[src/hw/rtl/xcr_pkg.sv]
// Shared types and constants for the XMODEM-CRC receiver.
`default_nettype none

package xcr_pkg;

  localparam int unsigned RESULTS_MAX = 6;
  localparam int unsigned RES_CNT_W   = $clog2(RESULTS_MAX + 1);
  localparam int unsigned RES_IDX_W   = $clog2(RESULTS_MAX);
  localparam int unsigned BLOCK_BYTES = 128;

  localparam logic [7:0] CH_SOH   = 8'h01;
  localparam logic [7:0] CH_EOT   = 8'h04;
  localparam logic [7:0] CH_ACK   = 8'h06;
  localparam logic [7:0] CH_NAK   = 8'h15;
  localparam logic [7:0] CH_CAN   = 8'h18;
  localparam logic [7:0] CH_SUB   = 8'h1A;
  localparam logic [7:0] CH_READY = 8'h43;

  typedef enum logic [2:0] {
    EV_NONE     = 3'd0,
    EV_STARTED  = 3'd1,
    EV_CANCELED = 3'd2,
    EV_COMMIT   = 3'd3,
    EV_COMPLETE = 3'd4
  } xcr_event_t;

  typedef enum logic [1:0] {
    CFG_READY_INTERVAL   = 2'd0,
    CFG_SESSION_TIMEOUT  = 2'd1,
    CFG_BYTE_TIMEOUT     = 2'd2,
    CFG_CANCEL_THRESHOLD = 2'd3
  } xcr_cfg_idx_t;

  typedef struct packed {
    logic       operation;
    logic [7:0] rx_byte;
  } xcr_in_t;

  typedef struct packed {
    logic       tx_valid;
    logic [7:0] tx_byte;
    logic       data_valid;
    logic [7:0] data_byte;
    logic [6:0] data_index;
    xcr_event_t event_code;
    logic       last;
  } xcr_out_t;

  typedef struct packed {
    logic [RES_CNT_W-1:0]      n;
    xcr_out_t [RESULTS_MAX-1:0] items;
  } xcr_list_t;

endpackage

`default_nettype wire

[src/hw/rtl/xcr_core.sv]
// Protocol state, configuration registers and per-beat result list builder.
`default_nettype none

module xcr_core (
  input  wire logic                 clk,
  input  wire logic                 rst,
  input  wire logic                 in_fire,
  input  wire xcr_pkg::xcr_in_t     in_data,
  input  wire logic                 cfg_fire,
  input  wire xcr_pkg::xcr_cfg_idx_t cfg_index,
  input  wire logic [15:0]          cfg_data,
  output xcr_pkg::xcr_list_t        list
);
  import xcr_pkg::*;

  typedef enum logic [2:0] {
    PH_IDLE   = 3'd0,
    PH_NUMBER = 3'd1,
    PH_COMPL  = 3'd2,
    PH_DATA   = 3'd3,
    PH_CRC_HI = 3'd4,
    PH_CRC_LO = 3'd5
  } phase_t;

  typedef struct packed {
    logic        downloading;
    phase_t      phase;
    logic [7:0]  byte_count;
    logic [7:0]  block_number;
    logic [7:0]  block_complement;
    logic [15:0] received_check;
    logic [15:0] running_check;
    logic [7:0]  expected_block;
    logic [3:0]  cancel_count;
    logic [15:0] session_ticks;
    logic [15:0] byte_ticks;
    logic        byte_timer_on;
  } state_t;

  logic [15:0] ready_interval;
  logic [15:0] session_timeout;
  logic [15:0] byte_timeout;
  logic [3:0]  cancel_threshold;

  state_t    st;
  state_t    st_next;
  xcr_list_t lst;
  logic      ended;

  function automatic state_t clear_frame(state_t s);
    state_t r;
    r = s;
    r.phase            = PH_IDLE;
    r.byte_count       = '0;
    r.block_number     = '0;
    r.block_complement = '0;
    r.received_check   = '0;
    r.running_check    = '0;
    r.byte_ticks       = '0;
    r.byte_timer_on    = 1'b0;
    return r;
  endfunction

  function automatic state_t end_session(state_t s);
    state_t r;
    r = clear_frame(s);
    r.downloading    = 1'b0;
    r.expected_block = 8'd1;
    r.cancel_count   = '0;
    r.session_ticks  = '0;
    return r;
  endfunction

  function automatic logic [15:0] crc_byte(logic [15:0] c, logic [7:0] b);
    logic [15:0] r;
    r = c ^ {b, 8'h00};
    for (int i = 0; i < 8; i++) begin
      if (r[15]) begin
        r = {r[14:0], 1'b0} ^ 16'h1021;
      end else begin
        r = {r[14:0], 1'b0};
      end
    end
    return r;
  endfunction

  function automatic xcr_list_t push_res(xcr_list_t l, xcr_out_t r);
    xcr_list_t o;
    o = l;
    if (l.n < RES_CNT_W'(RESULTS_MAX)) begin
      o.items[l.n[RES_IDX_W-1:0]] = r;
      o.n = l.n + RES_CNT_W'(1);
    end
    return o;
  endfunction

  function automatic xcr_out_t tx_res(logic [7:0] b);
    xcr_out_t r;
    r = '0;
    r.tx_valid = 1'b1;
    r.tx_byte  = b;
    return r;
  endfunction

  function automatic xcr_out_t ev_res(xcr_event_t e);
    xcr_out_t r;
    r = '0;
    r.event_code = e;
    return r;
  endfunction

  function automatic xcr_out_t data_res(logic [7:0] b, logic [6:0] idx);
    xcr_out_t r;
    r = '0;
    r.data_valid = 1'b1;
    r.data_byte  = b;
    r.data_index = idx;
    return r;
  endfunction

  always_comb begin
    st_next = st;
    lst     = '0;
    ended   = 1'b0;
    if (in_data.operation) begin
      if (st.session_ticks != 16'hFFFF) begin
        st_next.session_ticks = st.session_ticks + 16'd1;
      end
      if (st.byte_timer_on) begin
        if (st.byte_ticks != 16'hFFFF) begin
          st_next.byte_ticks = st.byte_ticks + 16'd1;
        end
        if (st_next.byte_ticks > byte_timeout) begin
          st_next = clear_frame(st_next);
          lst = push_res(lst, tx_res(CH_NAK));
        end
      end
    end else begin
      unique case (st.phase)
        PH_IDLE: begin
          priority if (in_data.rx_byte == CH_SOH) begin
            st_next.cancel_count = '0;
            st_next.phase        = PH_NUMBER;
            if (!st.downloading) begin
              st_next.downloading   = 1'b1;
              st_next.session_ticks = '0;
              lst = push_res(lst, ev_res(EV_STARTED));
            end
            st_next.byte_ticks    = '0;
            st_next.byte_timer_on = 1'b1;
          end else if (in_data.rx_byte == CH_CAN) begin
            st_next.cancel_count = st.cancel_count + 4'd1;
            if (st_next.cancel_count >= cancel_threshold) begin
              st_next.cancel_count = '0;
              if (st.downloading) begin
                lst = push_res(lst, ev_res(EV_CANCELED));
                st_next = end_session(st_next);
                ended = 1'b1;
              end
            end
          end else if (in_data.rx_byte == CH_EOT) begin
            lst = push_res(lst, tx_res(CH_ACK));
            lst = push_res(lst, ev_res(EV_COMPLETE));
            st_next = end_session(st_next);
            ended = 1'b1;
          end else begin
            st_next.cancel_count = '0;
          end
        end
        PH_NUMBER: begin
          st_next.block_number = in_data.rx_byte;
          st_next.phase        = PH_COMPL;
          st_next.byte_ticks   = '0;
        end
        PH_COMPL: begin
          st_next.block_complement = in_data.rx_byte;
          st_next.phase            = PH_DATA;
          st_next.byte_ticks       = '0;
        end
        PH_DATA: begin
          if (st.byte_count < 8'(BLOCK_BYTES)) begin
            lst = push_res(lst, data_res(in_data.rx_byte, st.byte_count[6:0]));
            st_next.running_check = crc_byte(st.running_check, in_data.rx_byte);
            st_next.byte_count    = st.byte_count + 8'd1;
          end
          if (st_next.byte_count >= 8'(BLOCK_BYTES)) begin
            st_next.phase = PH_CRC_HI;
          end
          st_next.byte_ticks = '0;
        end
        PH_CRC_HI: begin
          st_next.received_check = {in_data.rx_byte, 8'h00};
          st_next.phase          = PH_CRC_LO;
          st_next.byte_ticks     = '0;
        end
        PH_CRC_LO: begin
          if ((8'(st.block_number + st.block_complement) == 8'hFF)
              && (st.running_check == {st.received_check[15:8], in_data.rx_byte})) begin
            if (st.block_number == st.expected_block) begin
              st_next.expected_block = st.expected_block + 8'd1;
              lst = push_res(lst, tx_res(CH_ACK));
              lst = push_res(lst, ev_res(EV_COMMIT));
            end else if (st.block_number == st.expected_block - 8'd1) begin
              lst = push_res(lst, tx_res(CH_ACK));
            end else begin
              lst = push_res(lst, tx_res(CH_NAK));
            end
          end else begin
            lst = push_res(lst, tx_res(CH_NAK));
          end
          st_next = clear_frame(st_next);
          st_next.session_ticks = '0;
        end
        default: begin
          st_next = clear_frame(st_next);
        end
      endcase
    end

    if (!ended) begin
      if (st_next.downloading) begin
        if (st_next.session_ticks >= session_timeout) begin
          lst = push_res(lst, tx_res(CH_CAN));
          lst = push_res(lst, tx_res(CH_CAN));
          lst = push_res(lst, tx_res(CH_CAN));
          lst = push_res(lst, tx_res(CH_CAN));
          lst = push_res(lst, tx_res(CH_SUB));
          st_next = end_session(st_next);
        end
      end else if (st_next.session_ticks >= ready_interval) begin
        st_next.session_ticks = '0;
        lst = push_res(lst, tx_res(CH_READY));
      end
    end

    if (lst.n != '0) begin
      lst.items[RES_IDX_W'(lst.n - RES_CNT_W'(1))].last = 1'b1;
    end
  end

  assign list = lst;

  always_ff @(posedge clk) begin
    if (rst) begin
      st <= end_session('0);
    end else if (in_fire) begin
      st <= st_next;
    end
  end

  always_ff @(posedge clk) begin
    if (rst) begin
      ready_interval   <= 16'd100;
      session_timeout  <= 16'd1000;
      byte_timeout     <= 16'd300;
      cancel_threshold <= 4'd2;
    end else if (cfg_fire) begin
      unique case (cfg_index)
        CFG_READY_INTERVAL:   ready_interval   <= cfg_data;
        CFG_SESSION_TIMEOUT:  session_timeout  <= cfg_data;
        CFG_BYTE_TIMEOUT:     byte_timeout     <= cfg_data;
        CFG_CANCEL_THRESHOLD: cancel_threshold <= cfg_data[3:0];
        default: ;
      endcase
    end
  end

endmodule

`default_nettype wire

[src/hw/rtl/xcr_out_queue.sv]
// Result register that holds one step's result list and sends it a beat at a time.
`default_nettype none

module xcr_out_queue (
  input  wire logic               clk,
  input  wire logic               rst,
  input  wire logic               load,
  input  wire xcr_pkg::xcr_list_t list,
  output logic                    can_load,
  output logic                    out_valid,
  input  wire logic               out_ready,
  output xcr_pkg::xcr_out_t       out_data
);
  import xcr_pkg::*;

  xcr_out_t [RESULTS_MAX-1:0] items;
  logic [RES_CNT_W-1:0]       count;
  logic [RES_IDX_W-1:0]       ptr;
  logic                       final_beat;

  assign out_valid  = (count != '0);
  assign out_data   = items[ptr];
  assign final_beat = out_valid && out_ready
                      && (RES_CNT_W'(ptr) == count - RES_CNT_W'(1));
  assign can_load   = !out_valid || final_beat;

  always_ff @(posedge clk) begin
    if (load) begin
      items <= list.items;
    end
  end

  always_ff @(posedge clk) begin
    if (rst) begin
      count <= '0;
      ptr   <= '0;
    end else if (load) begin
      count <= list.n;
      ptr   <= '0;
    end else if (final_beat) begin
      count <= '0;
      ptr   <= '0;
    end else if (out_valid && out_ready) begin
      ptr <= ptr + RES_IDX_W'(1);
    end
  end

  a_ptr_in_range: assert property (@(posedge clk) disable iff (rst)
    out_valid |-> (RES_CNT_W'(ptr) < count))
    else $error("result pointer past list end");

  a_count_bound: assert property (@(posedge clk) disable iff (rst)
    count <= RES_CNT_W'(RESULTS_MAX))
    else $error("result count too large");

  a_last_on_final: assert property (@(posedge clk) disable iff (rst)
    out_valid |-> (out_data.last == (RES_CNT_W'(ptr) == count - RES_CNT_W'(1))))
    else $error("last flag not on final beat of the list");

  a_load_shows: assert property (@(posedge clk) disable iff (rst)
    (load && (list.n != '0)) |=> out_valid)
    else $error("loaded list not presented");

  a_load_when_free: assert property (@(posedge clk) disable iff (rst)
    load |-> can_load)
    else $error("list loaded over pending results");

endmodule

`default_nettype wire

[src/hw/rtl/xmodem_crc_receiver.sv]
// Top level of the XMODEM-CRC receiver: input, config and result channels.
//
// Usage:
//   in channel  (in_valid/in_ready/in_data): one beat is either a received serial
//     byte (operation 0) or one 10 ms timer tick (operation 1).
//   out channel (out_valid/out_ready/out_data): zero to six result beats per input
//     beat, in order; the final one of an input carries last. A beat is a byte to
//     send back, a payload byte with its index, or an event code.
//   cfg channel (cfg_valid/cfg_ready/cfg_index/cfg_data): always ready; write only
//     while idle.
// Latency: the first result of an input appears the cycle after it is taken.
// Throughput: one input beat per cycle while each input yields at most one result
//   and out_ready is high; an input with more results holds in_ready low while the
//   single output register drains them, one beat per cycle while out_ready is high.
// Reset: session waiting, expected block 1, registers back to their defaults,
//   result register empty.
// Receiver stall: results hold in the output register; in_ready drops only once a
//   pending list cannot be replaced on its final beat.
`default_nettype none

module xmodem_crc_receiver (
  input  wire logic                  clk,
  input  wire logic                  rst,
  input  wire logic                  in_valid,
  output logic                       in_ready,
  input  wire xcr_pkg::xcr_in_t      in_data,
  output logic                       out_valid,
  input  wire logic                  out_ready,
  output xcr_pkg::xcr_out_t          out_data,
  input  wire logic                  cfg_valid,
  output logic                       cfg_ready,
  input  wire xcr_pkg::xcr_cfg_idx_t cfg_index,
  input  wire logic [15:0]           cfg_data
);
  import xcr_pkg::*;

  xcr_list_t list;
  logic      in_fire;
  logic      can_load;

  assign cfg_ready = 1'b1;
  assign in_ready  = can_load;
  assign in_fire   = in_valid && can_load;

  xcr_core u_core (
    .clk       (clk),
    .rst       (rst),
    .in_fire   (in_fire),
    .in_data   (in_data),
    .cfg_fire  (cfg_valid && cfg_ready),
    .cfg_index (cfg_index),
    .cfg_data  (cfg_data),
    .list      (list)
  );

  xcr_out_queue u_out (
    .clk       (clk),
    .rst       (rst),
    .load      (in_fire),
    .list      (list),
    .can_load  (can_load),
    .out_valid (out_valid),
    .out_ready (out_ready),
    .out_data  (out_data)
  );

endmodule

`default_nettype wire

[config.mk]
export PLATFORM = sky130hd
export DESIGN_NAME = xmodem_crc_receiver
export DESIGN_NICKNAME = d
export VERILOG_FILES = /design/src/hw/rtl/xcr_pkg.sv /design/src/hw/rtl/xcr_core.sv /design/src/hw/rtl/xcr_out_queue.sv /design/src/hw/rtl/xmodem_crc_receiver.sv
export SDC_FILE = /design/constraint.sdc
export NUM_CORES = 1
export LEC_CHECK = 0
export BUFFER_PORTS_ARGS = -buffer_cell sky130_fd_sc_hd__buf_2
export CAP_MARGIN = 25
export CORE_ASPECT_RATIO = 1.75
export CORE_UTILIZATION = 55
export DETAILED_ROUTE_END_ITERATION = 16
export PLACE_DENSITY = 0.74
export SYNTH_ARGS = -nofsm -noshare
export SYNTH_HDL_FRONTEND = slang
export SYNTH_SLANG_ARGS = --single-unit
[constraint.sdc]
create_clock -name clk -period 6.8 [get_ports clk]
set_clock_uncertainty 0.15 [all_clocks]
set_input_delay 1.36 -clock clk [delete_from_list [all_inputs] [get_ports clk]]
set_output_delay 1.36 -clock clk [all_outputs]
set_load 0.01 [all_outputs]
* Word-level counts from Yosys, hierarchy flattened
Cells that the tools add are included.
** Word-level totals
- Flip-flop bits (word level) :: 337
- Output and inout port bits :: 32
- Logic and storage cells :: 340
** Operators by class
- Add/subtract/negate cells :: 17
- $lt $le $gt $ge :: 30
- Equality and inequality tests :: 18
- Mux-type cells :: 153
- Bitwise gates (word level) :: 33
- Reduce and logical (&&, ||, !) cells :: 29
** Operator list (number)
- 177-bit two-way mux :: 32
- 175-bit two-way mux :: 4
- 29-bit demux with 3-bit select :: 8
- 156-bit bitwise AND :: 4
- 156-bit NOT :: 4
- 177-bit case mux with 3 select lines :: 1
- 105-bit two-way mux :: 5
- 29-bit two-way mux :: 17
- 16-bit two-way mux :: 30
- 104-bit two-way mux :: 3
- 150-bit bitwise AND :: 2
- 150-bit NOT :: 2
- 174-bit bitwise mux :: 1
- 174-bit two-way mux :: 1
- 28-bit by 168-bit bitwise AND with 168-bit output :: 1
- 168-bit NOT :: 1
- 27-bit by 162-bit bitwise AND with 162-bit output :: 1
- 162-bit NOT :: 1
- 13-bit two-way mux :: 8
- 16-bit case mux with 3 select lines :: 2
- 29-bit binary-select mux with 3-bit select :: 1
- 72-bit two-way mux :: 1
- 18-bit bitwise OR :: 4
- 8-bit case mux with 3 select lines :: 3
- other kinds (56) :: 143

* Longest topological paths before layout
Gate-level depths: netlist of the first run.
- Word-level depth :: 92
- Depth in mapped cells :: 25

* Modules after synthesis
From an unflattened synthesis of the first run, not the netlist that was laid out.
** Second synthesis, totals
- Cell total of the unflattened synthesis :: 1752
- Area, all modules :: 18053.6 um^2
** Modules (own cells, without submodules)
- xcr_core :: times used 1, cells an instance 1405, area an instance 11104.4 um^2, seq. area each 2982.9 um^2
- xcr_out_queue :: times used 1, cells an instance 344, area an instance 6931.6 um^2, seq. area each 5345.1 um^2
- xmodem_crc_receiver :: times used 1, cells an instance 3, area an instance 17.5 um^2, seq. area each 0.0 um^2

* Least setup slack after synthesis of the first run
No wires, ideal clock.
- Kind :: input to register
- From :: input in_data[5] in the netlist's numbering
- To :: register u_out.items[29] in the netlist's numbering, data pin
- Arrival :: 5693 ps
- Path slack :: 685 ps
- Cell stages on the path :: 21
- Cell sequence :: buf_4 -> nor4_4 -> nand4_2 -> or2_2 -> a41o_1 -> clkbuf_1 -> nand3_1 -> o21ai_0 -> ha_1 -> and3_1 -> o211ai_1 -> o21a_1 -> o31ai_2 -> a22oi_1 -> nand2b_1 -> mux2_4 -> inv_4 -> ha_1 -> nor2_1 -> mux2i_1 -> nor3b_2
** On the way
- Longest elaborated chain between the ends :: 38
** Ends and longest elaborated chain
- from (decl) :: RTL line xmodem_crc_receiver.sv:26 : input wire xcr_pkg::xcr_in_t in_data,
- 8-bit by 3-bit == test with 1-bit output :: RTL line xcr_core.sv:161 : end else if (in_data.rx_byte == CH_EOT) begin
- 177-bit two-way mux :: RTL line xcr_core.sv:161
- 177-bit two-way mux :: RTL line xcr_core.sv:151 : end else if (in_data.rx_byte == CH_CAN) begin
- 177-bit two-way mux :: RTL line xcr_core.sv:141 : priority if (in_data.rx_byte == CH_SOH) begin
- 177-bit case mux with 3 select lines :: RTL line xcr_core.sv:139 : unique case (st.phase)
- 177-bit two-way mux :: RTL line xcr_core.sv:125 : if (in_data.operation) begin
- 3-bit by 1-bit adder with 3-bit output (tied with other cells) :: RTL line xcr_core.sv:92 : o.n = l.n + RES_CNT_W'(1);
- 177-bit two-way mux or 1-bit logical AND (tied branches) :: RTL line xcr_core.sv:90, xcr_core.sv:91
- (+22 left out)
- 177-bit two-way mux (*) :: RTL line xcr_core.sv:220 : if (!ended) begin
- 3-bit by 1-bit subtractor with 3-bit output or 150-bit bitwise AND (tied branches)
- 3-bit by 4-bit < comparator with 1-bit output (implied by the code) (tied with other cells) :: RTL line xcr_core.sv:237 : lst.items[RES_IDX_W'(lst.n - RES_CNT_W'(1))].last = 1'b1;
- 1-bit logical AND (implied by the code) or 177-bit two-way mux (tied branches) :: RTL line xcr_core.sv:237, xcr_core.sv:222
- 1-bit two-way mux (implied by the code) or 177-bit two-way mux (tied branches) :: RTL line xcr_core.sv:237, xcr_core.sv:221
- 29-bit demux with 3-bit select or 177-bit two-way mux (tied branches)
- 174-bit bitwise mux :: RTL line xcr_core.sv:237
- 174-bit two-way mux (*) :: RTL line xcr_core.sv:236 : if (lst.n != '0) begin
- to (signal assigned) :: RTL line xcr_out_queue.sv:29 : items <= list.items;
- to (decl) :: RTL line xcr_out_queue.sv:16 : xcr_out_t [RESULTS_MAX-1:0] items;
Mark *: on every way between the ends. The rest lies on a longest branch, timed or not. The select of a mux whose other input is x is not followed.
A chain may end at the register's enable or synchronous reset.

* Worst setup path after layout of the first run
- From :: register u_core.st[1] in the netlist's numbering
- To :: register u_out.items[58] in the netlist's numbering, data pin
** On the way
- Longest elaborated chain between the ends :: 40
** Ends and longest elaborated chain
- from (decl) :: RTL line xcr_core.sv:45 : state_t st;
- from (signal assigned) :: RTL line xcr_core.sv:245 : st <= end_session('0);
- from (signal assigned) :: RTL line xcr_core.sv:247 : st <= st_next;
- 16-bit by 1-bit adder with 16-bit output or 16-bit inequality test (tied branches) :: RTL line xcr_core.sv:131, xcr_core.sv:130
- 16-bit two-way mux (*) :: RTL line xcr_core.sv:130 : if (st.byte_ticks != 16'hFFFF) begin
- 16-bit two-way mux (*) :: RTL line xcr_core.sv:129 : if (st.byte_timer_on) begin
- 16-bit two-way mux (*) :: RTL line xcr_core.sv:125
- 16-bit > comparator (*) :: RTL line xcr_core.sv:133 : if (st_next.byte_ticks > byte_timeout) begin
- 175-bit two-way mux (*) :: RTL line xcr_core.sv:133
- 177-bit two-way mux (*) :: RTL line xcr_core.sv:129
- 177-bit two-way mux (*) :: RTL line xcr_core.sv:125
- (+24 left out)
- 177-bit two-way mux (*) :: RTL line xcr_core.sv:220
- 3-bit by 1-bit subtractor with 3-bit output or 150-bit bitwise AND (tied branches)
- 3-bit by 4-bit < comparator with 1-bit output (implied by the code) (tied with other cells) :: RTL line xcr_core.sv:237
- 1-bit logical AND (implied by the code) or 177-bit two-way mux (tied branches) :: RTL line xcr_core.sv:237, xcr_core.sv:222
- 1-bit two-way mux (implied by the code) or 177-bit two-way mux (tied branches) :: RTL line xcr_core.sv:237, xcr_core.sv:221
- 29-bit demux with 3-bit select or 177-bit two-way mux (tied branches)
- 174-bit bitwise mux :: RTL line xcr_core.sv:237
- 174-bit two-way mux (*) :: RTL line xcr_core.sv:236
Marks and branches as above.

==> results of run 1 <==
==> cell families (layout without fill, tap and decap cells) <==
kind of cell | count (synthesis) | in the layout | synth area share [%]
compound gates | 363 | 363 | 20.1
xor+xnor | 77 | 77 | 5.44
buf+inv | 179 | 223 | 5.91
flops | 204 | 204 | 36.9
other cells | 2 | 3 | 0.0606
simple gates | 525 | 525 | 21.2
mux | 23 | 23 | 2.25
fa+ha+maj | 80 | 80 | 8.13
==> Yosys cell counts, types with 12 or more instances <==
cell and count:
nand3_1 51, nor3_1 47, edfxtp_1 49, xor2_1 28, o21ai_0 57, a22oi_1 13, xnor2_1 49, and3_1 17
nand2b_1 14, a21oi_1 99, mux2i_1 14, nand4_1 26, a22o_1 48, nor2_1 105, inv_1 101, a21o_1 12
and2_1 23, ha_1 79, clkbuf_1 47, a211o_1 13, dfxtp_1 155, o21ai_1 15, buf_2 12, a31oi_1 16
nand2_1 166
==> worst max path at each step <==
| stage | from | to | slack [ns] |
|---|---|---|---|
| 2_1_floorplan | in_data[5] | u_out.items[29] | 0.69 |
| 3_3_place_gp | in_data[1] | u_out.items[29] | 0.44 |
| 3_5_place_dp | in_data[1] | u_out.items[58] | 0.32 |
| 4_1_cts | u_core.st[4] | u_out.items[58] | 0.57 |
| 5_1_grt | u_core.st[4] | u_out.items[17] | 0.08 |
| 6_report | u_core.st[1] | u_out.items[58] | 0.59 |
==> registers in the layout, indices dropped and copies added (netlist names) <==
register	count
u_core.st	97
u_core.byte_timeout	16
u_core.session_timeout	16
u_out.ptr	3
u_out.count	3
u_core.ready_interval	16
u_core.cancel_threshold	4
u_out.items	49
==> metrics by stage <==
stage                     std cells  power [µW]  util, %  hold slack, ns
after floorplan                1454        1420        -           0.276
after global placement         1756        1480     58.4           0.291
after detailed placement       1756        1480     58.4           0.298
after CTS                      1794        2680     61.6           0.306
after global routing           1794        2740     61.6           0.323
final                          1794        2660     61.6           0.303
==> timing repair <==
action,4_1_cts,5_1_grt
resized for setup,0,1
setup buffers,0,0
endpoints found under the setup margin,0,19
endpoints found under the hold margin,0,0
==> worst max-delay path: stages (launching register included) <==
cell and delay, ns:
dfxtp_1 0.37, ha_1 0.27, and2_1 0.21, nand4_1 0.17
nor2_1 0.06, buf_4 0.17, nor4b_1 0.53, xor2_1 0.18
ha_1 0.34, nand4_1 0.15, nor4_1 0.40, a22oi_1 0.12
a31oi_1 0.46, nand3_1 0.26, and2_1 0.34, ha_1 0.34
nand3_1 0.17, nand2b_1 0.08, mux2_4 0.31, inv_4 0.09
ha_1 0.22, nor2_1 0.06, mux2i_1 0.39, nor3_1 0.09
==> power by group <==
part / total (µW) / internal, µW / switching, µW
sequential: 1270 / 1260 / 8.41
clock: 1210 / 689 / 518
combinational: 183 / 59.3 / 124
total: 2660 / 2010 / 651
==> layer usage <==
metal	vias up	wire, µm	part of all wire, %
li1	5276	-	-
met1	5050	12200	38
met2	346	16700	51
met3	141	1370	4.2
met4	0	2290	7.0
met5	-	0	0
==> layout make-up <==
type | instances | area (µm²) | share of cell area (%)
Clock buffer | 24 | 537 | 3.94
Clock inverter | 14 | 164 | 1.20
Inverter | 104 | 394 | 2.90
Multi-Input combinational cell | 1071 | 7110 | 52.2
Sequential cell | 204 | 4570 | 33.6
Tap cell | 296 | 370 | 2.72
Timing Repair Buffer | 81 | 458 | 3.37
==> impl_results.md, run 1 <==
* Status: complete, no violations
* CP required at 6.92 ns
* # IOs at 64
* Fill count at 1960
* Remaining DRCs at 0
* Remaining Overflow, GRT at 0
* Gr usage total at 28.7%
* Antenna violations before repair at 0
* Post-layout nets at 1595
* Setup crit end kind: register
* Most frequent cells in the layout: nand2_1 (166), dfxtp_1 (155), nor2_1 (105)
* Final Hold Viols at 0
* Critical Path AT at 6.33 ns
* Core area at 22100 µm²
* FF-to-FF path depth at 23
* Hold path start: u_core.ready_interval[3]
* TritonRoute pass-1 iters at 5
* Headroom to the max-slew limit at 33.8%
* Share of the synthesized area in the top cell type at 25.0%
* Fin crit share at 91.4%
* # hold bufs at CTS at 0
* Area leader, netlist: dfxtp_1
* WHS Path Cells at 2
* Seq/Total Area, Yosys at 36.9%
* Max cap viols at 0
* Final worst setup slack at 0.587 ns
* M2 GR Usage at 50.2%
* CTS Buf Count at 21
* HP Class: reg -> reg
* Area Overhead vs Synth at 9.72%
* Final setup violating endpoints at 0
* # clock sinks at 204
* Layout cells sized above 1 at 10.9%
* PD cells at 196 nW/µm²
* Maximum level of the CTS H-tree at 1
* Commonest non-fill, non-tap cell in the layout: nand2_1
* Synth Cell Area at 12400 µm²
* Element type at the critical path start: register
* Largest net degree at the start of global routing at 64
* Placed cell area at 12900 µm²
* Ant diodes at 0
* Rows at 72
* GR met1 Demand/Resource at 31.3%
* Primary FF master, synth: dfxtp_1
* First-pass GRT wire length at 52.4 mm
* Max Root-Sink Buffers at 3
* CTS Root Cell: clkbuf_16
* Routability cong. at 0.951
* Post-route ant nets at 0
* Post-route cell area at 13600 µm²
* Via/cell ratio at 6.03
* DP Wirelength at 24.3 mm
* Via Count at 10800
* RSZ-0062 raised after global routing: false
* Drt total wl at 32.6 mm
* Top cells by area, synth: dfxtp_1 (25%), edfxtp_1 (12%), ha_1 (8.0%)
* Clock Latency Late Sink at 0.53 ns
* Initial core utilization at 56.2%
* Initial DRC count at 839
* R2r endpoint: u_out.items[58]
* Static leakage at 0.00548 µW
* Routing usage on met3 at 3.32%
* Syn avg cell area at 8.54 µm²
* Asr flop ratio synth at 0%
* Reg2reg start: u_core.st[1]
* Hold endpoint: u_core.ready_interval[3]
* Min Tclk post-route at 6.21 ns
* Fin. max-slew vios at 0
* FF-to-FF setup slack at 0.59 ns
* IO buf count at 60
* Dpl ws at 0.320 ns
* CTS tree: built
* Number of synthesized flops with an enable pin at 49
* DIE HEIGHT at 201 µm
* Avg WL per Cell at 18.2 µm
* Die ar. at 23200 µm²
* Die W at 116 µm
* Vias in the first global route at 10700
* Peak VDD IR at 0.173 mV
* Clk pin slew, worst setup/hold paths at 0.07 ns
* Setup CP Type: reg -> reg
* Slew @ Worst Pin at 0.980 ns
* Grt peak-use layer: met2
* Number of synthesized register bits at 204
* Final TNS setup at 0 ns
* Cell count after synthesis at 1453
* Yosys warnings at 0
* Crit Path Max Fanout at 10
* Fmax at 161 MHz
* Distinct cells, synth at 99
Note: power is estimated with default switching activity, not from simulation.
==> run 2, diff against run 1 <==
--- a/config.mk
+++ b/config.mk
@@ -6,10 +6,11 @@
 export NUM_CORES = 1
 export LEC_CHECK = 0
 export BUFFER_PORTS_ARGS = -buffer_cell sky130_fd_sc_hd__buf_2
-export CAP_MARGIN = 25
-export CORE_ASPECT_RATIO = 1.75
+export CAP_MARGIN = 5
+export CORE_ASPECT_RATIO = 2
 export CORE_UTILIZATION = 55
 export DETAILED_ROUTE_END_ITERATION = 16
+export HOLD_SLACK_MARGIN = 0.02
 export PLACE_DENSITY = 0.74
 export SYNTH_ARGS = -nofsm -noshare
 export SYNTH_HDL_FRONTEND = slang
==> impl_results.md, run 2 (same netlist as run 1, synthesis figures left out) <==
* Initial core utilization at 56.0% (-0.22 points)
* Vias in the first global route at 10800 (+0.83%)
* Grt peak-use layer: met2
* Placed Instances at 1734 (-1.3%)
* Top Registers: u_core.st: 97 flops, u_out.items: 49 flops
* Fin. max-slew vios at 0 (unchanged)
* Clk pin slew, worst setup/hold paths at 0.07 ns (about the same)
* Critical Path AT at 6.25 ns (-0.08 ns)
* Via Count at 10800 (+0.24%)
* Post-route ant nets at 0 (unchanged)
* Final setup violating endpoints at 0 (unchanged)
* Max cap viols at 0 (unchanged)
* # clock sinks at 204 (unchanged)
* Post-layout nets at 1592 (-0.19%)
* Die ar. at 23200 µm² (about the same)
* Fin crit share at 90.2% (-1.2 points)
* Core area at 22200 µm² (+0.40%)
* Layout cells sized above 1 at 10.5% (-0.43 points)
* FF-to-FF path depth at 23 (unchanged)
* Drt total wl at 33.0 mm (+1.3%)
* IO buf count at 60 (unchanged)
* CTS Buf Count at 20 (-4.8%)
* Initial DRC count at 687 (-18%)
* GR met1 Demand/Resource at 28.6% (-2.6 points)
* DP Wirelength at 25.1 mm (+3.0%)
* Ant diodes at 0 (unchanged)
* Status: complete, no violations
* Antenna violations before repair at 0 (unchanged)
* Largest register FFs at 97 (unchanged)
* RSZ-0062 raised after global routing: false
* Crit Path Max Fanout at 10 (unchanged)
* Remaining Overflow, GRT at 0 (unchanged)
* Commonest non-fill, non-tap cell in the layout: nand2_1
* # IOs at 64 (unchanged)
* Total Power at 2530 µW (-4.9%)
* Max Root-Sink Buffers at 3 (unchanged)
* PD cells at 188 nW/µm² (-4.0%)
* Setup CP Type: reg -> reg
* Min Tclk post-route at 6.13 ns (-0.0784 ns)
* Clock Latency Late Sink at 0.52 ns (about the same)
* Register name with the most flops: u_core.st
* Final TNS setup at 0 ns (unchanged)
* Post-CTS Setup Inserts at 0 (unchanged)
* CTS Root Cell: clkbuf_16
* Headroom to the max-slew limit at 27.9% (-6.0 points)
* Area Overhead vs Synth at 8.67%
* CTS tree: built
* M2 GR Usage at 54.5% (+4.3 points)
* Peak VDD IR at 0.221 mV (+28%)
* Fmax at 163 MHz (+1.3%)
* Rows at 77 (+6.9%)
* Element type at the critical path start: register
* Via/cell ratio at 6.13 (+1.7%)
* First-pass GRT wire length at 52.9 mm (+0.91%)
* Routability cong. at 0.912 (-4.0%)
* WHS Path Cells at 2 (unchanged)
* Gr usage total at 28.9% (+0.17 points)
* Largest net degree at the start of global routing at 51 (-20%)
* Slew @ Worst Pin at 1.08 ns (+0.0964 ns)
* CP required at 6.92 ns (about the same)
* Die W at 108 µm (-6.3%)
* Maximum level of the CTS H-tree at 1 (unchanged)
* Static leakage at 0.00542 µW (-1.1%)
* Remaining DRCs at 0 (unchanged)
* Most frequent cells in the layout: nand2_1 (166), dfxtp_1 (155), nor2_1 (105)
* DIE HEIGHT at 214 µm (+6.8%)
* HP Class: reg -> reg
* TritonRoute pass-1 iters at 6 (+1)
* Post-cts resize count at 0 (unchanged)
* # hold bufs at CTS at 0 (unchanged)
* Final Hold Viols at 0 (unchanged)
* Final cell count without fillers at 1768 (-1.4%)
* Routing usage on met3 at 3.62% (+0.30 points)
* Setup crit end kind: register
* Avg WL per Cell at 18.7 µm (+2.8%)
## run 2: final cells by class
class	instances	area, µm²
Sequential cell	204	4570
Clock buffer	26	558
Timing Repair Buffer	79	443
Clock inverter	8	53.8
Inverter	104	394
Fill cell	1998	8680
Multi-Input combinational cell	1071	7110
Tap cell	276	345
## run 2: path summary, 6_finish.rpt
check | start | endpoint | slack, ns
worst min register to register | u_core.ready_interval[9] | u_core.ready_interval[9] | 0.30
worst min-delay path | u_core.ready_interval[9] | u_core.ready_interval[9] | 0.30
worst max register to register | u_core.st[4] | u_out.items[29] | 0.67
worst max-delay path | u_core.st[4] | u_out.items[29] | 0.67
## run 2: critical path: stages, from the launching register on
cell	delay, ns
dfxtp_1	0.43
nand4_1	0.19
nor4_1	0.53
nand4_1	0.25
nor2_1	0.14
buf_4	0.19
nor4b_1	0.11
xor2_1	0.18
ha_1	0.34
nand4_1	0.14
nor4_1	0.36
a22oi_1	0.11
a31oi_1	0.46
nand3_1	0.23
and2_1	0.33
ha_1	0.34
nand3_1	0.17
nand2b_1	0.08
mux2_4	0.31
inv_4	0.09
ha_1	0.21
nor2_1	0.06
mux2i_1	0.39
nor3b_2	0.09
## run 2: per-layer routing
metal / vias up / share of wire [%]
li1: 5268 / -
met1: 5115 / 36
met2: 343 / 54
met3: 113 / 4.4
met4: 0 / 6.0
met5: - / 0
## run 2: metrics by stage
stage               utilization, %  hold slack (ns)  instance area, µm²  worst slack, ns
global placement              58.1            0.291               12900            0.595
detailed placement            58.1            0.296               12900            0.363
floorplan                        -            0.276               12400            0.685
global route                  60.8            0.322               13500          0.00771
CTS                           60.8            0.306               13500            0.710
finish                        60.8            0.304               13500            0.665
## run 2: report_power, final
group	leakage (µW)	internal (µW)	switching (µW)
registers	0.00176	1260	8.80
clock network	0.000294	583	493
logic	0.00337	58.8	126
total	0.00542	1900	628
